File: src/design/ipv4_header_check_and_forward_assert.svh
// Assertion macros shared by the IPv4 header checker modules.
// Define ASSERT_OFF to compile them away.
`ifndef IPV4_HEADER_CHECK_AND_FORWARD_ASSERT_SVH
`define IPV4_HEADER_CHECK_AND_FORWARD_ASSERT_SVH
`ifndef ASSERT_OFF
// Condition holds at every clock edge outside reset
`define ASSERT_ALWAYS(label, clk, rst, cond) \
   label: assert property (@(posedge clk) disable iff (rst) (cond)) \
      else $error("invariant violated");
// Consequent holds in the same cycle as the antecedent
`define ASSERT_IMPLY(label, clk, rst, ante, cons) \
   label: assert property (@(posedge clk) disable iff (rst) (ante) |-> (cons)) \
      else $error("implication violated");
// Consequent holds in the cycle after the antecedent
`define ASSERT_NEXT(label, clk, rst, ante, cons) \
   label: assert property (@(posedge clk) disable iff (rst) (ante) |=> (cons)) \
      else $error("next-cycle implication violated");
`else
`define ASSERT_ALWAYS(label, clk, rst, cond)
`define ASSERT_IMPLY(label, clk, rst, ante, cons)
`define ASSERT_NEXT(label, clk, rst, ante, cons)
`endif
`endif

File: src/design/ihcf_pkg.sv
`timescale 1ns / 1ps
package ihcf_pkg;

   // Byte counter saturates here, so an oversize packet never matches its length
   localparam logic [16:0] COUNT_MAX = 17'h1ffff;

   // Byte offsets of header fields
   localparam logic [16:0] OFF_VER_LEN   = 17'd0;
   localparam logic [16:0] OFF_TOTAL_HI  = 17'd2;
   localparam logic [16:0] OFF_TOTAL_LO  = 17'd3;
   localparam logic [16:0] OFF_FRAG_HI   = 17'd6;
   localparam logic [16:0] OFF_FRAG_LO   = 17'd7;
   localparam logic [16:0] OFF_TTL       = 17'd8;
   localparam logic [16:0] OFF_PROTO     = 17'd9;
   localparam logic [16:0] OFF_CSUM_HI   = 17'd10;
   localparam logic [16:0] OFF_CSUM_LO   = 17'd11;
   localparam logic [16:0] OFF_SRC       = 17'd12;
   localparam logic [16:0] OFF_DST       = 17'd16;
   localparam logic [16:0] OFF_OPTIONS   = 17'd20;

   localparam logic [3:0]  IP_VERSION4   = 4'd4;
   localparam logic [5:0]  MIN_HDR_LEN   = 6'd20;
   localparam logic [6:0]  QUOTE_EXTRA   = 7'd8;
   localparam logic [7:0]  PROTO_ICMP    = 8'd1;
   localparam logic [15:0] ICMP_ECHO_REQ = 16'h0800;
   localparam logic [7:0]  ICMP_UNREACH  = 8'd3;
   localparam logic [7:0]  ICMP_TIME_EXC = 8'd11;
   localparam logic [7:0]  ICMP_PARAM    = 8'd12;
   localparam logic [15:0] FRAG_ANY_MASK = 16'hbfff;
   localparam logic [15:0] FRAG_OFF_MASK = 16'h1fff;
   localparam logic [7:0]  LOOPBACK_NET  = 8'h7f;
   localparam logic [3:0]  MCAST_NET     = 4'he;
   localparam logic [3:0]  RESERVED_NET  = 4'hf;
   localparam logic [7:0]  TTL_MAX       = 8'd255;
   localparam logic [15:0] CSUM_GOOD     = 16'hffff;

   // Configuration register indexes
   localparam logic CSR_OWN_ADDRESS    = 1'b0;
   localparam logic CSR_POINT_TO_POINT = 1'b1;

   typedef enum logic [2:0] {
      ACT_MALFORMED     = 3'd0,
      ACT_PTP_HOST      = 3'd1,
      ACT_PTP_TUNNEL    = 3'd2,
      ACT_FORWARD       = 3'd3,
      ACT_TIME_EXCEEDED = 3'd4,
      ACT_ECHO_REPLY    = 3'd5,
      ACT_PROTO_UNREACH = 3'd6,
      ACT_SILENT_DROP   = 3'd7
   } action_type;

   typedef struct packed {
      logic [7:0] data_byte;
      logic       last_byte;
      logic       from_tunnel;
   } req_type;

   typedef struct packed {
      action_type  action;
      logic [7:0]  new_ttl;
      logic [15:0] new_header_checksum;
      logic [6:0]  reply_length;
      logic [31:0] reply_target;
   } rsp_type;

   // Captured header of one complete packet, handed from front to back
   typedef struct packed {
      logic [16:0] byte_count;
      logic [20:0] sum_other_words;
      logic [15:0] stored_checksum;
      logic [7:0]  version_and_length;
      logic [15:0] total_length;
      logic [15:0] fragment_word;
      logic [7:0]  ttl_value;
      logic [7:0]  protocol_value;
      logic [31:0] source_addr;
      logic [31:0] dest_addr;
      logic [15:0] icmp_type_code;
      logic        came_from_tunnel;
   } pkt_type;

   // Ones'-complement fold of a 22-bit sum; two folds always suffice
   function automatic logic [15:0] fold16(input logic [21:0] s);
      logic [16:0] f;
      f = {1'b0, s[15:0]} + {11'd0, s[21:16]};
      return f[15:0] + {15'd0, f[16]};
   endfunction

endpackage

File: src/design/ihcf_front.sv
`timescale 1ns / 1ps
module ihcf_front (
   input  logic              clock,
   input  logic              reset,
   input  logic              req_valid,
   output logic              req_ready,
   input  ihcf_pkg::req_type req_data,
   input  logic              q_full,
   output logic              q_push,
   output ihcf_pkg::pkt_type q_data
);

   ihcf_pkg::pkt_type pkt_ff, pkt_in;
   logic              accept;
   logic [16:0]       off;
   logic [5:0]        hlen_cur;
   logic [16:0]       hlen_ext;
   logic [7:0]        b;

   assign req_ready = !q_full;
   assign accept    = req_valid && req_ready;
   assign off       = pkt_ff.byte_count;
   assign b         = req_data.data_byte;

   // header length: the first byte supplies it directly
   assign hlen_cur = (off == ihcf_pkg::OFF_VER_LEN) ? {b[3:0], 2'b00}
                                                     : {pkt_ff.version_and_length[3:0], 2'b00};
   assign hlen_ext = {11'd0, hlen_cur};

   // field capture and running sum for the byte being taken
   always_comb begin
      pkt_in = pkt_ff;
      if (off == ihcf_pkg::OFF_VER_LEN) begin
         pkt_in.version_and_length = b;
         pkt_in.came_from_tunnel   = req_data.from_tunnel;
      end
      if (off == ihcf_pkg::OFF_TOTAL_HI || off == ihcf_pkg::OFF_TOTAL_LO) begin
         pkt_in.total_length = {pkt_ff.total_length[7:0], b};
      end
      if (off == ihcf_pkg::OFF_FRAG_HI || off == ihcf_pkg::OFF_FRAG_LO) begin
         pkt_in.fragment_word = {pkt_ff.fragment_word[7:0], b};
      end
      if (off == ihcf_pkg::OFF_TTL) begin
         pkt_in.ttl_value = b;
      end
      if (off == ihcf_pkg::OFF_PROTO) begin
         pkt_in.protocol_value = b;
      end
      if (off == ihcf_pkg::OFF_CSUM_HI || off == ihcf_pkg::OFF_CSUM_LO) begin
         pkt_in.stored_checksum = {pkt_ff.stored_checksum[7:0], b};
      end
      if (off >= ihcf_pkg::OFF_SRC && off < ihcf_pkg::OFF_DST) begin
         pkt_in.source_addr = {pkt_ff.source_addr[23:0], b};
      end
      if (off >= ihcf_pkg::OFF_DST && off < ihcf_pkg::OFF_OPTIONS) begin
         pkt_in.dest_addr = {pkt_ff.dest_addr[23:0], b};
      end
      // words other than TTL/protocol, checksum and addresses
      if (off < ihcf_pkg::OFF_TTL || (off >= ihcf_pkg::OFF_OPTIONS && off < hlen_ext)) begin
         if (off[0]) begin
            pkt_in.sum_other_words = pkt_ff.sum_other_words + {13'd0, b};
         end else begin
            pkt_in.sum_other_words = pkt_ff.sum_other_words + {5'd0, b, 8'h00};
         end
      end
      // ICMP type and code: the two bytes right after the header
      if (off >= ihcf_pkg::OFF_OPTIONS && (off == hlen_ext || off == hlen_ext + 17'd1)) begin
         pkt_in.icmp_type_code = {pkt_ff.icmp_type_code[7:0], b};
      end
      if (pkt_ff.byte_count != ihcf_pkg::COUNT_MAX) begin
         pkt_in.byte_count = pkt_ff.byte_count + 17'd1;
      end
   end

   assign q_push = accept && req_data.last_byte;
   assign q_data = pkt_in;

   // per-packet state, cleared after the final byte
   always_ff @(posedge clock) begin
      if (reset) begin
         pkt_ff <= '0;
      end else if (accept) begin
         if (req_data.last_byte) begin
            pkt_ff <= '0;
         end else begin
            pkt_ff <= pkt_in;
         end
      end
   end

endmodule

File: src/design/ihcf_queue.sv
`timescale 1ns / 1ps
`include "ipv4_header_check_and_forward_assert.svh"
module ihcf_queue (
   input  logic              clock,
   input  logic              reset,
   input  logic              push,
   input  ihcf_pkg::pkt_type push_data,
   output logic              full,
   input  logic              pop,
   output logic              head_valid,
   output ihcf_pkg::pkt_type head_data
);

   localparam logic [1:0] DEPTH = 2'd2;

   ihcf_pkg::pkt_type entry_ff [2];
   logic              wr_ptr_ff, wr_ptr_in;
   logic              rd_ptr_ff, rd_ptr_in;
   logic [1:0]        count_ff, count_in;

   assign full       = (count_ff == DEPTH);
   assign head_valid = (count_ff != 2'd0);
   assign head_data  = entry_ff[rd_ptr_ff];

   // pointer and occupancy update
   always_comb begin
      wr_ptr_in = push ? !wr_ptr_ff : wr_ptr_ff;
      rd_ptr_in = pop ? !rd_ptr_ff : rd_ptr_ff;
      count_in  = count_ff;
      if (push && !pop) begin
         count_in = count_ff + 2'd1;
      end else if (pop && !push) begin
         count_in = count_ff - 2'd1;
      end
   end

   always_ff @(posedge clock) begin
      if (reset) begin
         wr_ptr_ff <= 1'b0;
         rd_ptr_ff <= 1'b0;
         count_ff  <= 2'd0;
      end else begin
         wr_ptr_ff <= wr_ptr_in;
         rd_ptr_ff <= rd_ptr_in;
         count_ff  <= count_in;
      end
   end

   // entry storage
   always_ff @(posedge clock) begin
      if (push) begin
         entry_ff[wr_ptr_ff] <= push_data;
      end
   end

   `ASSERT_ALWAYS(a_count_bound, clock, reset, count_ff <= DEPTH)
   `ASSERT_IMPLY(a_no_push_full, clock, reset, push, count_ff != DEPTH)
   `ASSERT_IMPLY(a_no_pop_empty, clock, reset, pop, count_ff != 2'd0)
   `ASSERT_NEXT(a_push_grows, clock, reset, push && !pop, count_ff == 2'($past(count_ff) + 2'd1))

endmodule

File: src/design/ihcf_back.sv
`timescale 1ns / 1ps
`include "ipv4_header_check_and_forward_assert.svh"
module ihcf_back (
   input  logic              clock,
   input  logic              reset,
   input  logic              q_valid,
   input  ihcf_pkg::pkt_type q_data,
   output logic              q_pop,
   input  logic [31:0]       own_address,
   input  logic              point_to_point,
   output logic              rsp_valid,
   input  logic              rsp_ready,
   output ihcf_pkg::rsp_type rsp_data
);

   // stage 1: checks and partial sums
   typedef struct packed {
      logic        bad_len;
      logic [21:0] base_sum;
      logic [16:0] dst_sum;
      logic [15:0] stored_checksum;
      logic [7:0]  ttl_value;
      logic        is_icmp;
      logic        is_echo;
      logic        frag_any;
      logic        no_reply;
      logic        dst_local;
      logic        tunnel;
      logic [6:0]  quote_len;
      logic [31:0] source_addr;
   } s1_type;

   // stage 2: full sums ready for folding
   typedef struct packed {
      logic        bad_len;
      logic [21:0] check_sum;
      logic [21:0] fwd_sum;
      logic [21:0] echo_sum;
      logic [7:0]  next_ttl;
      logic        ttl_expired;
      logic        is_icmp;
      logic        is_echo;
      logic        frag_any;
      logic        no_reply;
      logic        dst_local;
      logic        tunnel;
      logic [6:0]  quote_len;
      logic [31:0] source_addr;
   } s2_type;

   s1_type            s1_ff, s1_in;
   s2_type            s2_ff, s2_in;
   logic              s1_valid_ff, s2_valid_ff, rsp_valid_ff;
   ihcf_pkg::rsp_type rsp_ff, rsp_in;
   logic              advance;
   logic [5:0]        hlen;
   logic [6:0]        hlen_quote;
   logic [7:0]        icmp_type;
   logic              src_bad;
   logic              err_icmp;

   // whole pipe moves when the output register can take a new result
   assign advance   = !rsp_valid_ff || rsp_ready;
   assign q_pop     = advance && q_valid;
   assign rsp_valid = rsp_valid_ff;
   assign rsp_data  = rsp_ff;

   // stage 1 logic
   assign hlen       = {q_data.version_and_length[3:0], 2'b00};
   assign hlen_quote = {1'b0, hlen} + ihcf_pkg::QUOTE_EXTRA;
   assign icmp_type  = q_data.icmp_type_code[15:8];
   assign src_bad    = (q_data.source_addr == 32'd0)
                    || (q_data.source_addr[31:24] == ihcf_pkg::LOOPBACK_NET)
                    || (q_data.source_addr[31:28] == ihcf_pkg::MCAST_NET)
                    || (q_data.source_addr[31:28] == ihcf_pkg::RESERVED_NET);
   assign err_icmp   = (q_data.protocol_value == ihcf_pkg::PROTO_ICMP)
                    && (icmp_type == ihcf_pkg::ICMP_UNREACH
                     || icmp_type == ihcf_pkg::ICMP_TIME_EXC
                     || icmp_type == ihcf_pkg::ICMP_PARAM);

   always_comb begin
      s1_in.bad_len = (q_data.version_and_length[7:4] != ihcf_pkg::IP_VERSION4)
                   || (hlen < ihcf_pkg::MIN_HDR_LEN)
                   || (q_data.byte_count < {11'd0, hlen})
                   || (q_data.byte_count != {1'b0, q_data.total_length})
                   || (q_data.total_length < {10'd0, hlen});
      s1_in.base_sum = {1'b0, q_data.sum_other_words}
                     + {6'd0, q_data.source_addr[31:16]}
                     + {6'd0, q_data.source_addr[15:0]}
                     + {14'd0, q_data.protocol_value};
      s1_in.dst_sum  = {1'b0, q_data.dest_addr[31:16]} + {1'b0, q_data.dest_addr[15:0]};
      s1_in.stored_checksum = q_data.stored_checksum;
      s1_in.ttl_value   = q_data.ttl_value;
      s1_in.is_icmp     = (q_data.protocol_value == ihcf_pkg::PROTO_ICMP);
      s1_in.is_echo     = (q_data.icmp_type_code == ihcf_pkg::ICMP_ECHO_REQ);
      s1_in.frag_any    = (q_data.fragment_word & ihcf_pkg::FRAG_ANY_MASK) != 16'd0;
      s1_in.no_reply    = err_icmp || src_bad
                       || ((q_data.fragment_word & ihcf_pkg::FRAG_OFF_MASK) != 16'd0);
      s1_in.dst_local   = (q_data.dest_addr == own_address);
      s1_in.tunnel      = q_data.came_from_tunnel;
      s1_in.quote_len   = (q_data.total_length < {9'd0, hlen_quote})
                        ? q_data.total_length[6:0] : hlen_quote;
      s1_in.source_addr = q_data.source_addr;
   end

   // stage 2 logic: the three header sums
   always_comb begin
      s2_in.bad_len     = s1_ff.bad_len;
      s2_in.next_ttl    = s1_ff.ttl_value - 8'd1;
      s2_in.check_sum   = s1_ff.base_sum + {6'd0, s1_ff.ttl_value, 8'h00}
                        + {6'd0, s1_ff.stored_checksum} + {5'd0, s1_ff.dst_sum};
      s2_in.fwd_sum     = s1_ff.base_sum + {6'd0, s2_in.next_ttl, 8'h00}
                        + {5'd0, s1_ff.dst_sum};
      s2_in.echo_sum    = s1_ff.base_sum + {6'd0, ihcf_pkg::TTL_MAX, 8'h00}
                        + {6'd0, own_address[31:16]} + {6'd0, own_address[15:0]};
      s2_in.ttl_expired = (s1_ff.ttl_value <= 8'd1);
      s2_in.is_icmp     = s1_ff.is_icmp;
      s2_in.is_echo     = s1_ff.is_echo;
      s2_in.frag_any    = s1_ff.frag_any;
      s2_in.no_reply    = s1_ff.no_reply;
      s2_in.dst_local   = s1_ff.dst_local;
      s2_in.tunnel      = s1_ff.tunnel;
      s2_in.quote_len   = s1_ff.quote_len;
      s2_in.source_addr = s1_ff.source_addr;
   end

   // stage 3 logic: verdict
   always_comb begin
      rsp_in = '0;
      rsp_in.action = ihcf_pkg::ACT_MALFORMED;
      if (!s2_ff.bad_len && ihcf_pkg::fold16(s2_ff.check_sum) == ihcf_pkg::CSUM_GOOD) begin
         rsp_in.reply_target = s2_ff.source_addr;
         if (point_to_point) begin
            rsp_in.action = s2_ff.tunnel ? ihcf_pkg::ACT_PTP_HOST : ihcf_pkg::ACT_PTP_TUNNEL;
         end else if (s2_ff.dst_local) begin
            if (s2_ff.frag_any) begin
               rsp_in.action = ihcf_pkg::ACT_SILENT_DROP;
            end else if (s2_ff.is_icmp) begin
               if (s2_ff.is_echo) begin
                  rsp_in.action = ihcf_pkg::ACT_ECHO_REPLY;
                  rsp_in.new_ttl = ihcf_pkg::TTL_MAX;
                  rsp_in.new_header_checksum = ~ihcf_pkg::fold16(s2_ff.echo_sum);
               end else begin
                  rsp_in.action = ihcf_pkg::ACT_SILENT_DROP;
               end
            end else if (!s2_ff.no_reply) begin
               rsp_in.action = ihcf_pkg::ACT_PROTO_UNREACH;
               rsp_in.reply_length = s2_ff.quote_len;
            end else begin
               rsp_in.action = ihcf_pkg::ACT_SILENT_DROP;
            end
         end else if (s2_ff.ttl_expired) begin
            if (!s2_ff.no_reply) begin
               rsp_in.action = ihcf_pkg::ACT_TIME_EXCEEDED;
               rsp_in.reply_length = s2_ff.quote_len;
            end else begin
               rsp_in.action = ihcf_pkg::ACT_SILENT_DROP;
            end
         end else begin
            rsp_in.action = ihcf_pkg::ACT_FORWARD;
            rsp_in.new_ttl = s2_ff.next_ttl;
            rsp_in.new_header_checksum = ~ihcf_pkg::fold16(s2_ff.fwd_sum);
         end
      end
   end

   // pipeline valids
   always_ff @(posedge clock) begin
      if (reset) begin
         s1_valid_ff  <= 1'b0;
         s2_valid_ff  <= 1'b0;
         rsp_valid_ff <= 1'b0;
      end else if (advance) begin
         s1_valid_ff  <= q_valid;
         s2_valid_ff  <= s1_valid_ff;
         rsp_valid_ff <= s2_valid_ff;
      end
   end

   // pipeline payload
   always_ff @(posedge clock) begin
      if (advance) begin
         s1_ff  <= s1_in;
         s2_ff  <= s2_in;
         rsp_ff <= rsp_in;
      end
   end

   `ASSERT_IMPLY(a_malformed_clean, clock, reset, rsp_valid_ff && rsp_ff.action == ihcf_pkg::ACT_MALFORMED, rsp_ff.reply_target == 32'd0 && rsp_ff.new_ttl == 8'd0 && rsp_ff.new_header_checksum == 16'd0)
   `ASSERT_IMPLY(a_forward_ttl, clock, reset, rsp_valid_ff && rsp_ff.action == ihcf_pkg::ACT_FORWARD, rsp_ff.new_ttl != 8'd0 && rsp_ff.new_ttl != ihcf_pkg::TTL_MAX)
   `ASSERT_IMPLY(a_quote_only_icmp_err, clock, reset, rsp_valid_ff && rsp_ff.reply_length != 7'd0, rsp_ff.action == ihcf_pkg::ACT_TIME_EXCEEDED || rsp_ff.action == ihcf_pkg::ACT_PROTO_UNREACH)

endmodule

File: src/design/ipv4_header_check_and_forward.sv
`timescale 1ns / 1ps
// IPv4 header check and forwarding verdict. Packet bytes enter one per clock
// on the request channel, last_byte marking the end of a packet; each packet
// yields exactly one verdict on the response channel and no other byte does.
// The front captures header fields and the header word sum as bytes arrive,
// so input runs at one byte per cycle back to back, across packet bounds.
// Captured headers wait in a two-entry queue; the back checks them and forms
// the verdict in three registered stages behind the queue. The input
// stalls only when two finished headers are queued behind a held response.
// Write own_address (index 0) and point_to_point (index 1) while idle; both
// reset to zero.
module ipv4_header_check_and_forward (
   input  logic              clock,
   input  logic              reset,
   input  logic              req_valid,
   output logic              req_ready,
   input  ihcf_pkg::req_type req_data,
   output logic              rsp_valid,
   input  logic              rsp_ready,
   output ihcf_pkg::rsp_type rsp_data,
   input  logic              csr_we,
   input  logic              csr_index,
   input  logic [31:0]       csr_wdata
);

   logic [31:0]       own_address_ff;
   logic              point_to_point_ff;
   logic              q_full, q_push, q_pop, q_valid;
   ihcf_pkg::pkt_type q_wdata, q_rdata;

   // configuration registers
   always_ff @(posedge clock) begin
      if (reset) begin
         own_address_ff    <= 32'd0;
         point_to_point_ff <= 1'b0;
      end else if (csr_we) begin
         case (csr_index)
            ihcf_pkg::CSR_OWN_ADDRESS:    own_address_ff    <= csr_wdata;
            ihcf_pkg::CSR_POINT_TO_POINT: point_to_point_ff <= csr_wdata[0];
            default: ;
         endcase
      end
   end

   ihcf_front u_front (
      .clock     (clock),
      .reset     (reset),
      .req_valid (req_valid),
      .req_ready (req_ready),
      .req_data  (req_data),
      .q_full    (q_full),
      .q_push    (q_push),
      .q_data    (q_wdata)
   );

   ihcf_queue u_queue (
      .clock      (clock),
      .reset      (reset),
      .push       (q_push),
      .push_data  (q_wdata),
      .full       (q_full),
      .pop        (q_pop),
      .head_valid (q_valid),
      .head_data  (q_rdata)
   );

   ihcf_back u_back (
      .clock          (clock),
      .reset          (reset),
      .q_valid        (q_valid),
      .q_data         (q_rdata),
      .q_pop          (q_pop),
      .own_address    (own_address_ff),
      .point_to_point (point_to_point_ff),
      .rsp_valid      (rsp_valid),
      .rsp_ready      (rsp_ready),
      .rsp_data       (rsp_data)
   );

endmodule
File: config.mk
export PLATFORM = sky130hd
export DESIGN_NAME = ipv4_header_check_and_forward
export DESIGN_NICKNAME = d
export VERILOG_FILES = /design/src/design/ihcf_pkg.sv /design/src/design/ihcf_front.sv /design/src/design/ihcf_queue.sv /design/src/design/ihcf_back.sv /design/src/design/ipv4_header_check_and_forward.sv
export VERILOG_INCLUDE_DIRS = /design/src /design/src/design
export SDC_FILE = /design/constraint.sdc
export NUM_CORES = 2
export LEC_CHECK = 0
export BUFFER_PORTS_ARGS = -buffer_cell sky130_fd_sc_hd__buf_2
export CAP_MARGIN = 20
export CELL_PAD_IN_SITES_DETAIL_PLACEMENT = 0
export CELL_PAD_IN_SITES_GLOBAL_PLACEMENT = 2
export CORE_ASPECT_RATIO = 1.5
export CORE_MARGIN = 4
export CORE_UTILIZATION = 44
export DETAILED_ROUTE_END_ITERATION = 12
export GPL_TIMING_DRIVEN = 0
export PLACE_DENSITY = 0.78
export SLEW_MARGIN = 0
export SYNTH_ARGS = -nofsm -noshare
export SYNTH_HDL_FRONTEND = slang
export SYNTH_SLANG_ARGS = --single-unit
File: constraint.sdc
create_clock -name clock -period 10.32 [get_ports clock]
set_input_delay 0.516 -clock clock [delete_from_list [all_inputs] [get_ports clock]]
set_output_delay 0.516 -clock clock [all_outputs]
set_load 0.05 [all_outputs]
# Word level (Yosys, flattened, before mapping)

Memories as Yosys holds them, arrays and structs flattened. A register that Yosys moved wholly into a read port is not among the register bits.
Index checks and enable logic that the tools add are counted.

Flip-flop bits (word level): 527
Bits in latches: 0
RAM bits: 382
Memory bits (read-only): 0
Logic and storage cells: 201
Memories kept: 1

Memories:

| memory           | depth | bits a word | read ports | clocked after memory_dff | write ports | line             | RTL |
|---|---|---|---|---|---|---|---|
| u_queue.entry_ff | 2     | 191         | 1          | 1                        | 1           | ihcf_queue.sv:16 | `ihcf_pkg::pkt_type entry_ff [2];` |

Add/subtract/negate cells: 26
Multiply operators: 0
Div/mod/pow operators: 0
$lt $le $gt $ge: 12
Eq/ne operators: 24
Shift operators: 0
Muxes and demuxes: 38
Bitwise gates (word level): 4
Reductions and logical operators: 44

Operators with widths:

| operator              | count |
|---|---|
| $mux W191             | 1 |
| $add A22 B16 Y22      | 6 |
| $mux W24              | 3 |
| $eq A17 B4 Y1 const B | 4 |
| $mux W16              | 4 |
| $mux W32              | 2 |
| $add A16 B6 Y17       | 3 |
| $add A16 B1 Y16       | 3 |
| $add A22 B17 Y22      | 2 |
| $mux W21              | 2 |
| $eq A17 B2 Y1 const B | 2 |
| $eq A17 B3 Y1 const B | 2 |
| $ge A17 B5 Y1 const B | 2 |
| $lt A17 B5 Y1 const B | 2 |
| $lt A17 B6 Y1         | 2 |
| $mux W34              | 1 |
| $eq A32 B32 Y1        | 1 |
| $logic_not A32 Y1     | 1 |
| $not A16 Y16          | 2 |
| $reduce_bool A16 Y1   | 2 |
| $mux W31              | 1 |
| $mux W7               | 4 |
| $mux W8               | 3 |
| $add A21 B16 Y22      | 1 |
| other kinds (43)      | 92 |

# Longest topological paths before layout

Depth in word-level cells: 8
Depth in mapped cells: 20
Depth with buffers taken out: 18

# Hierarchy

A second synthesis with hierarchy kept.

Cells, all modules: 3603
Area, all modules: 45557.4 um^2

By module, submodules not included:

| module                        | times used | cells each | area an instance (um^2) |
|---|---|---|---|
| ihcf_back                     | 1          | 1652       | 19281.0 |
| ihcf_queue                    | 1          | 616        | 14068.5 |
| ihcf_front                    | 1          | 1186       | 10593.9 |
| ipv4_header_check_and_forward | 1          | 149        | 1614.0 |

# Worst setup path before layout

Ideal clock, no wire load.

Kind: flip-flop to flip-flop
Start point: reg u_queue.count_ff[0]
End point: mem u_queue.entry_ff[0][0] (netlist bit) (enable)
Setup time: 744 ps
Arrival: 9111 ps
Path slack: 465 ps
Stages on the path, launching flop included: 5
Path buffers: 0
Period minus slack after synthesis: 9855 ps
Path through: dfxtp_1 > nand2b_1 > and2_1 > nand2_1 > nor2_1

Cells in the longest elaborated chain, start to end: 6

Ends and longest elaborated chain:

| item                          | line                                | RTL |
|---|---|---|
| start, declared               | ihcf_queue.sv:19                    | `logic [1:0] count_ff, count_in;` |
| start signal, assigned        | ihcf_queue.sv:45                    | `count_ff <= count_in;` |
| $eq A2 B2 Y1                  | ihcf_queue.sv:21                    | `assign full = (count_ff == DEPTH);` |
| $logic_not A1 Y1              | ihcf_front.sv:20                    | `assign req_ready = !q_full;` |
| named net req_ready           | ipv4_header_check_and_forward.sv:16 | `output logic req_ready,` |
| $logic_and A1 B1 Y1           | ihcf_front.sv:21                    | `assign accept = req_valid && req_ready;` |
| $logic_and A1 B1 Y1           | ihcf_front.sv:75                    | `assign q_push = accept && req_data.last_byte;` |
| $mux W1                       | ihcf_queue.sv:51                    | `if (push) begin` |
| $mux W1 (not written as such) | ihcf_queue.sv:52                    | `entry_ff[wr_ptr_ff] <= push_data;` |
| end, declared                 | ihcf_queue.sv:16                    |  |

The timed path passes the listed nets, and every way through them passes these cells.

==> flow_metrics.py <==
metrics = {
    "global_route": {
        "grt_start_max_net_pins": 143,
        "grt_usage": 0.241,
        "grt_overflow": 0,
        "grt_pass1_wl_mm": 189,
        "grt_pass1_vias": 29400,
        "antenna_found_initial": 1,
    },
    "clocking": {
        "cts_sinks": 907,
        "clkSlewWorstSetupHoldPaths_ns": 0.07,
        "cts_tree": "done",
        "cts_resized": 0,
        "numCtsBuffers": 86,
        "cts_setup_buffers": 0,
        "cts-hold-fix-buffers": 0,
        "clk_latency_ns": 0.69,
        "htree_levels": 3,
        "root_buffer": "clkbuf_16",
        "cts_buffer_depth": 3,
    },
    "die": {
        "std_cell_rows": 142,
        "die_w_um": 267,
        "die_y_um": 396,
        "ios": 116,
        "core_um2": 99900,
        "initial_utilization": 0.443,
        "die_area_um2": 106000,
    },
    "timing": {
        "finalClockSkew_ns": 0.0447,
        "period_share": 0.820,
        "finalSetupViolations": 0,
        "rsz0062_at_grt": "false",
        "min_period_ns": 8.46,
        "worst_pin_slew_ns": 1.15,
        "finalHoldViolations": 0,
        "fmax_mhz": 118,
        "drv_slew": 0,
        "relSlewSlack": 0.235,
    },
    "hold_path": {
        "holdPathStages": 3,
        "min_to": "own_address_ff[28]$_SDFFE_PP0P_",
        "hp-class": "in2reg",
        "min_from": "csr_wdata[28]",
    },
    "power_and_ir_drop": {
        "total_power_uw": 15700,
        "powerDensity_nw_per_um2": 316,
        "total_leakage_power_uw": 0.0190,
        "ir_worst_vdd_mv": 0.185,
    },
    "job": {
        "cap_violations": 0,
    },
    "logic_synthesis": {
        "yosys-top-cells-count": "edfxtp_1, nor2_1, dfxtp_1, mux2_2, inv_1",
        "avgSynthCellArea_um2": 12.4,
        "synth_xor_area_frac": 0.0401,
        "synth_area_leader_cell": "edfxtp_1",
        "synth-main-ff-cell": "edfxtp_1",
        "synthSimpleGateAreaFrac": 0.104,
        "ys_types": 92,
        "synth_fa_ha_area_frac": 0.0903,
        "netlist_area_um2": 44300,
        "syn_nets": 3892,
        "syn_inst": 3574,
        "synth_seq_cells": 907,
        "synth-compound-area-share": 0.0976,
        "synthMuxAreaShare": 0.0744,
        "async_flop_share": 0,
        "synth_area_leaders": "edfxtp_1, dfxtp_1, mux2_2, ha_1, fa_1",
        "synth_top_family_by_area": "simple AND/OR/NAND/NOR gates",
        "synth_top_area_frac": 0.459,
        "yosysSeqAreaShare": 0.563,
        "synth_warnings": 0,
        "yosysMostFrequentCell": "edfxtp_1",
        "synth_edf_count": 676,
    },
    "route": {
        "finalWirelength_mm": 128,
        "ant_nets": 0,
        "viasPerCell": 5.58,
        "drt_first_pass_iters": 5,
        "drcViolationCount": 0,
        "drtIter0Drc": 1736,
        "avgRoutedWirePerCell_um": 24.8,
        "num_vias": 28800,
    },
    "placement": {
        "place_area_um2": 46900,
        "place.gp.congestion": 0.889,
        "dp.cells": 5005,
        "io_buffer_count": 114,
        "dp_hpwl_mm": 98.6,
    },
    "layout": {
        "layout-drive-gt1-share": 0.143,
        "final_cells": 5166,
        "fill_cells": 8964,
        "multi_input_area_um2": 18000,
        "register_area_um2": 24900,
        "nets": 4115,
        "design_area_um2": 49800,
        "area_growth_pct": 12.5,
    },
    "setup_path": {
        "start_kind": "flop",
        "crit_chain": "buf_2, buf_1, buf_1, buf_2, clkbuf_1, buf_2, mux2i_1, fa_1, inv_1, ha_1, ha_1, o21ai_0, nand2b_1, a21oi_1, nor2_1, a221oi_1, o21ai_0, or4_1, and4_1",
        "crit_type": "reg2reg",
        "critPathMaxFanout": 10,
        "cp-end-kind": "flop",
        "worstPathRequired_ns": 10.74,
        "timing.critical_path.mode_cell": "buf_2",
        "worstPathArrival_ns": 8.88,
        "worst_path_max_delay_cell": "buf_1",
        "max_stage_delay_ns": 0.90,
        "r2r-end": "u_back.s1_ff[106]$_DFFE_PP_",
        "worstRegToRegCells": 19,
        "rrSetupSlack_ns": 1.86,
    },
    "outcome": {
        "status": "completed",
    },
}
[cell type report]
class / count / area share
Multi-Input combinational cell: 2316 / 0.362
Timing Repair Buffer: 135 / 0.0192
Sequential cell: 907 / 0.501
Inverter: 204 / 0.0155
Antenna cell: 1 / 0.0000503
Clock inverter: 57 / 0.0132
Clock buffer: 103 / 0.0453
Tap cell: 1296 / 0.0326
Buffer: 147 / 0.0118
[state kept, by name, indices dropped and copies added, names as in the netlist, named ones only]
signal,count
own_address_ff,32
point_to_point_ff,1
u_back.rsp_data,66
u_back.rsp_valid,1
u_back.s1_ff,109
u_back.s1_valid_ff,1
u_back.s2_ff,121
u_back.s2_valid_ff,1
u_front.off,17
u_front.pkt_ff,173
u_queue.count_ff,2
u_queue.entry_ff,380
u_queue.rd_ptr_ff,1
u_queue.wr_ptr_ff,1
[critical path: cells and delay by family, from the launching register on]
family	cells	cell delay [ns]
multiplexers	1	0.70
AO/OA/AOI/OAI	4	1.59
flip-flops	1	0.30
adder cells (fa/ha/maj)	3	1.15
AND/OR/NAND/NOR	4	0.78
buffers and inverters	7	3.60
[layout by cell type (no fill, tap or decap), drive strengths merged, types with 21 or more instances in the layout]
cell,synthesis,routed
fa,81,81
and2,47,47
nor3,92,92
inv,204,211
nor2,301,301
dfxtp,231,231
nor2b,23,23
o21a,23,23
or3,21,21
and3,25,25
mux2,245,245
xor2,70,70
xnor2,132,132
mux2i,51,51
a22oi,174,174
buf,35,170
clkinv,0,36
a21o,30,30
nand2,175,175
o21ai,76,76
nand3,59,59
clkbuf,112,215
a21oi,134,134
nand4,34,34
ha,189,189
nor4,42,42
edfxtp,676,676
[metrics by stage]
stage               utilization  setup slack (ns)  hold slack, ns  setup TNS, ns
floorplan                     -             0.465           0.400              0
global placement          0.465             -4.60           0.403        -875.84
detailed placement        0.469              1.78           0.405              0
CTS                       0.499              1.75          0.0219              0
global route              0.499              1.64          0.0520              0
finish                    0.499              1.86          0.0750              0
[metal layers]
| layer | track usage | routed length (µm) | up-vias |
|---|---|---|---|
| met1 | 0.258 | 47000 | 14300 |
| met2 | 0.469 | 70700 | 555 |
| met5 | 0 | 12 | - |
| met4 | 0.110 | 6650 | 2 |
| met3 | 0.0294 | 3860 | 231 |
| li1 | - | - | 13700 |
[report_power, final]
part           internal [µW]  switching [µW]  total [µW]
Combinational           2770            4460        7230
Clock                   1840            1440        3280
Sequential              4820             389        5210
Total                   9430            6290       15700
[worst max path at each step]
stage,from,endpoint,slack [ns],depth (start not counted)
6_report,flop,u_back.s1_ff[106]$_DFFE_PP_,1.86,19
5_1_grt,flop,u_back.s1_ff[106]$_DFFE_PP_,1.64,19
4_1_cts,flop,u_back.s1_ff[106]$_DFFE_PP_,1.75,19
3_5_place_dp,flop,u_back.s1_ff[106]$_DFFE_PP_,1.78,19
3_3_place_gp,req_data[1],u_queue.entry_ff[0][64]$_DFFE_PP_,-4.60,3
2_1_floorplan,u_queue.count_ff[0]$_SDFFE_PP0P_,u_queue.entry_ff[0][0]$_DFFE_PP_,0.47,4
[logic make-up (layout without fill, tap and decap cells)]
logic type      after synthesis  in the layout
compound gates              623            623
xor+xnor                    202            202
fa+ha+maj                   271            271
buf+inv                     351            646
flops                       907            907
mux                         297            297
other cells                   0              1
simple gates                923            923
(Power assumes the default switching activity.)
